$ cat src/rtl/fptp_pkg.sv
// shared constants and codes for the fp16 panel transpose pack unit
// no dependencies; every other file imports this package
package fptp_pkg;

    localparam int GROUP_ROWS = 8;
    localparam int LANE_W     = 16;
    localparam int ROW_W      = 3;
    localparam int DEST_W     = 16;

    // configuration register widths
    localparam int RL_W       = 11;
    localparam int PG_W       = 4;
    localparam int VR_W       = 7;
    localparam int CFG_IDX_W  = 2;
    localparam int CFG_DATA_W = 11;

    // reset values of the configuration registers
    localparam int RL_RESET   = 1;
    localparam int PG_RESET   = 4;
    localparam int VR_RESET   = 32;

    typedef enum logic [CFG_IDX_W-1:0] {
        REG_ROW_LENGTH   = 2'd0,
        REG_PANEL_GROUPS = 2'd1,
        REG_VALID_ROWS   = 2'd2
    } t_reg_idx;

endpackage

$ cat src/rtl/fptp_queue.sv
// two-entry command queue between front and back end
// depends on fptp_pkg; the entry type comes from the instantiating module
module fptp_queue import fptp_pkg::*; #(
    parameter type t_item = logic
) (
    input  logic  i_clk,
    input  logic  i_rst_n,
    input  logic  i_push,
    input  t_item i_item,
    output logic  o_full,
    input  logic  i_pop,
    output logic  o_valid,
    output t_item o_item
);

    localparam int DEPTH = 2;

    t_item      r_mem [DEPTH];
    logic       r_wr_ptr;
    logic       r_rd_ptr;
    logic [1:0] r_count;

    assign o_full  = (r_count == 2'(DEPTH));
    assign o_valid = (r_count != '0);
    assign o_item  = r_mem[r_rd_ptr];

    always_ff @(posedge i_clk) begin
        if (i_push) begin
            r_mem[r_wr_ptr] <= i_item;
        end
    end

    always_ff @(posedge i_clk) begin
        if (!i_rst_n) begin
            r_wr_ptr <= 1'b0;
            r_rd_ptr <= 1'b0;
            r_count  <= '0;
        end else begin
            if (i_push) begin
                r_wr_ptr <= !r_wr_ptr;
            end
            if (i_pop) begin
                r_rd_ptr <= !r_rd_ptr;
            end
            case ({i_push, i_pop})
                2'b10:   r_count <= r_count + 2'd1;
                2'b01:   r_count <= r_count - 2'd1;
                default: r_count <= r_count;
            endcase
        end
    end

endmodule

$ cat config.mk
export PLATFORM = sky130hd
export DESIGN_NAME = fptp_queue
export DESIGN_NICKNAME = d
export VERILOG_FILES = /design/src/rtl/fptp_pkg.sv /design/src/rtl/fptp_queue.sv
export SDC_FILE = /design/constraint.sdc
export NUM_CORES = 1
export LEC_CHECK = 0
export ABC_AREA = 1
export BUFFER_PORTS_ARGS = -buffer_cell sky130_fd_sc_hd__buf_2
export CORE_AREA = 3 3 40 42
export CTS_BUF_LIST = sky130_fd_sc_hd__clkbuf_4 sky130_fd_sc_hd__clkbuf_8 sky130_fd_sc_hd__clkbuf_16
export CTS_CLUSTER_SIZE = 12
export DETAILED_ROUTE_END_ITERATION = 12
export DIE_AREA = 0 0 43 45
export SYNTH_ARGS = -nofsm -noshare
export SYNTH_HDL_FRONTEND = slang
export SYNTH_SLANG_ARGS = --single-unit
$ cat constraint.sdc
create_clock -name i_clk -period 0.9 [get_ports i_clk]
set_input_delay 0 -clock i_clk [delete_from_list [all_inputs] [get_ports i_clk]]
set_output_delay 0 -clock i_clk [all_outputs]
set_load 0.05 [all_outputs]
==> flow_summary.toml <==
[grt]
overflow = 0
grt_pass1_vias = 241
antenna_found_initial = 0
grt_pass1_wl_um = 979
grt_max_degree = 5
grt_usage = 0.0735

[layout]
antenna_cells = 0
final_area_sq_um = 488
n_fill_cell = 134
fin_nets = 61
layout_commonest_cell = "nor2_1"
fin_util = 0.380
layout_common_cells = "nor2_1, nand2_1, inv_1, clkbuf_4, buf_2"
syn_to_final_growth_pct = 63.9
layout-drive-gt1-share = 0.463

[setup_path]
worstPathRequired_ns = 0.90
crit_fanout = 1
start_kind = "register"
end_kind = "output pin"
criticalPathCategory = "register to output pin"
critical_path_arrival_ns = 1.04

[timing]
fin_ws_ns = -0.144
fin_crit_sh = 1.16
min_period_ns = 1.04
slew_viol_final = 0
setup-violations-final = 1
worst_slew_pin_slew_ns = 0.198
max_freq_mhz = 958
hold_violations = 0
tns_ns = -0.144
max-slew-margin-rel = 0.868
skew_ns = 0.000203
rsz0062_at_grt = "true"

[place]
place_hpwl_um = 459
place_area_sq_um = 354
port_buffers = 7
gp_congestion = 0.694

[floorplan]
dieHeight_um = 45
die_area_sq_um = 1940
fp-row-count = 13
die_w_um = 43
core_sq_um = 1280
start_util = 0.232
io_pins = 8

[logic_synthesis]
synth.area.mux_share = 0.0378
synth_xor_area_frac = 0
synth-simple-area-share = 0.273
synth_nets = 44
syn-cell-area_sq_um = 298
syn-instance-count = 38
ys_types = 10
yosysWarnings = 0
synth_compound_area_frac = 0.0336
yosysSeqAreaShare = 0.538
synth_top_family_by_area = "simple AND/OR/NAND/NOR gates"
ys_seq_elements = 7
synthAdderAreaFrac = 0.0420
avgSynthCellArea_sq_um = 7.84

[route]
drc = 0
drt_iter0_markers = 4
firstDrtPassIters = 4
vias = 279
avgViaCountPerCell = 4.04
wirelength_um = 618
detail-route-antenna-nets = 0
routedWlPerCell_um = 8.96

[pwr]
vdd_drop_max_v = 0.000832
swShare = 0.297
p_per_area_nw_per_um2 = 1930
intPower_w = 0.000663
power_switching_w = 0.000280
seqPwrFrac = 0.394
comb_power_share = 0.266
finalPower_w = 0.000943
leakage_nw = 0.243
clkPwrFrac = 0.340

[status]
status = "complete, but fails checks"
violations = "setup timing"

[clock_network]
h-tree-depth = 1
root_buffer = "clkbuf_4"
cts_buffers = 3
cts_sinks = 7
cts.path.max_buffers = 2
clk_latency_ns = 0.25
clk_pin_slew_ns = 0.05
cts_tree = "yes"

[min_path]
hold_path_class = "input pin to register"

[job]
cap_violations = 0
==> repair_timing <==
action,4_1_cts,5_1_grt
gates resized for setup,9,13
hold endpoints to repair,3,0
hold buffers,2,0
endpoints found under the setup margin,3,4
pin swaps,0,4
setup buffers,2,1
==> area by class of cell <==
cell class	instances	area, sq um	share of cell area
tap	15	18.8	0.0385
timing repair buffer	12	104	0.213
sequential	7	165	0.338
clock buffer	4	30.0	0.0615
inverter	6	25.0	0.0513
multi-input combinational	25	145	0.297
==> synthesized netlist by cell type <==
cell,number,area share
ha_1,1,0.042
dfxtp_1,5,0.34
a21oi_1,1,0.017
nand4_1,1,0.021
edfxtp_1,2,0.20
mux2_2,1,0.038
inv_1,6,0.076
nand2_1,9,0.11
nor2_1,11,0.14
o21ai_0,1,0.017
==> path summary, 6_finish.rpt <==
check | to | from | cells after the start | slack [ns]
max | o_item | register | 2 | -0.14
min | r_wr_ptr$_SDFFE_PN0P_ | i_push | 3 | 0.002
max reg2reg | r_count[1]$_SDFFE_PN0P_ | r_count[0]$_SDFFE_PN0P_ | 5 | 0.03
min reg2reg | r_wr_ptr$_SDFFE_PN0P_ | r_wr_ptr$_SDFFE_PN0P_ | 2 | 0.50
==> per-stage QoR <==
| stage | std cells | setup slack, ns | hold slack [ns] |
|---|---|---|---|
| final | 69 | -0.144 | 0.00178 |
| after global routing | 69 | -0.185 | 0.0284 |
| after CTS | 68 | -0.158 | 0.00211 |
| after detailed placement | 60 | 0.00368 | 0.211 |
| after global placement | 60 | 0.0248 | 0.197 |
| after floorplan | 38 | 0.107 | 0.0989 |
==> logic make-up (layout without fill, tap and decap cells) <==
logic type	Yosys count	in the layout
adders and majority gates	1	1
AOI/OAI and AO/OA	2	2
DFF	7	7
and+or+nand+nor	21	21
muxes	1	1
buffers and inverters	6	22
==> power by group through the flow <==
stage / clock network (W) / logic, W / registers, W
finish: 0.000320 / 0.000251 / 0.000372
global route: 0.000358 / 0.000270 / 0.000374
floorplan: 0 / 0.000123 / 0.000369
detailed placement: 0 / 0.000161 / 0.000373
CTS: 0.000337 / 0.000208 / 0.000367
global placement: 0 / 0.000158 / 0.000372
==> worst max-delay path, cell delays in order, from the launching register on <==
cell,delay [ns]
dfxtp_1,0.31
mux2_2,0.33
buf_6,0.15
==> metal layers <==
metal	GRT usage	vias to the layer above	part of all wire
li1	-	152	-
met1	0.0655	116	0.39
met2	0.126	11	0.52
met3	0.0637	0	0.097
met4	0.0181	0	0
met5	0	-	0
Note: power is estimated with default switching activity, not from simulation.
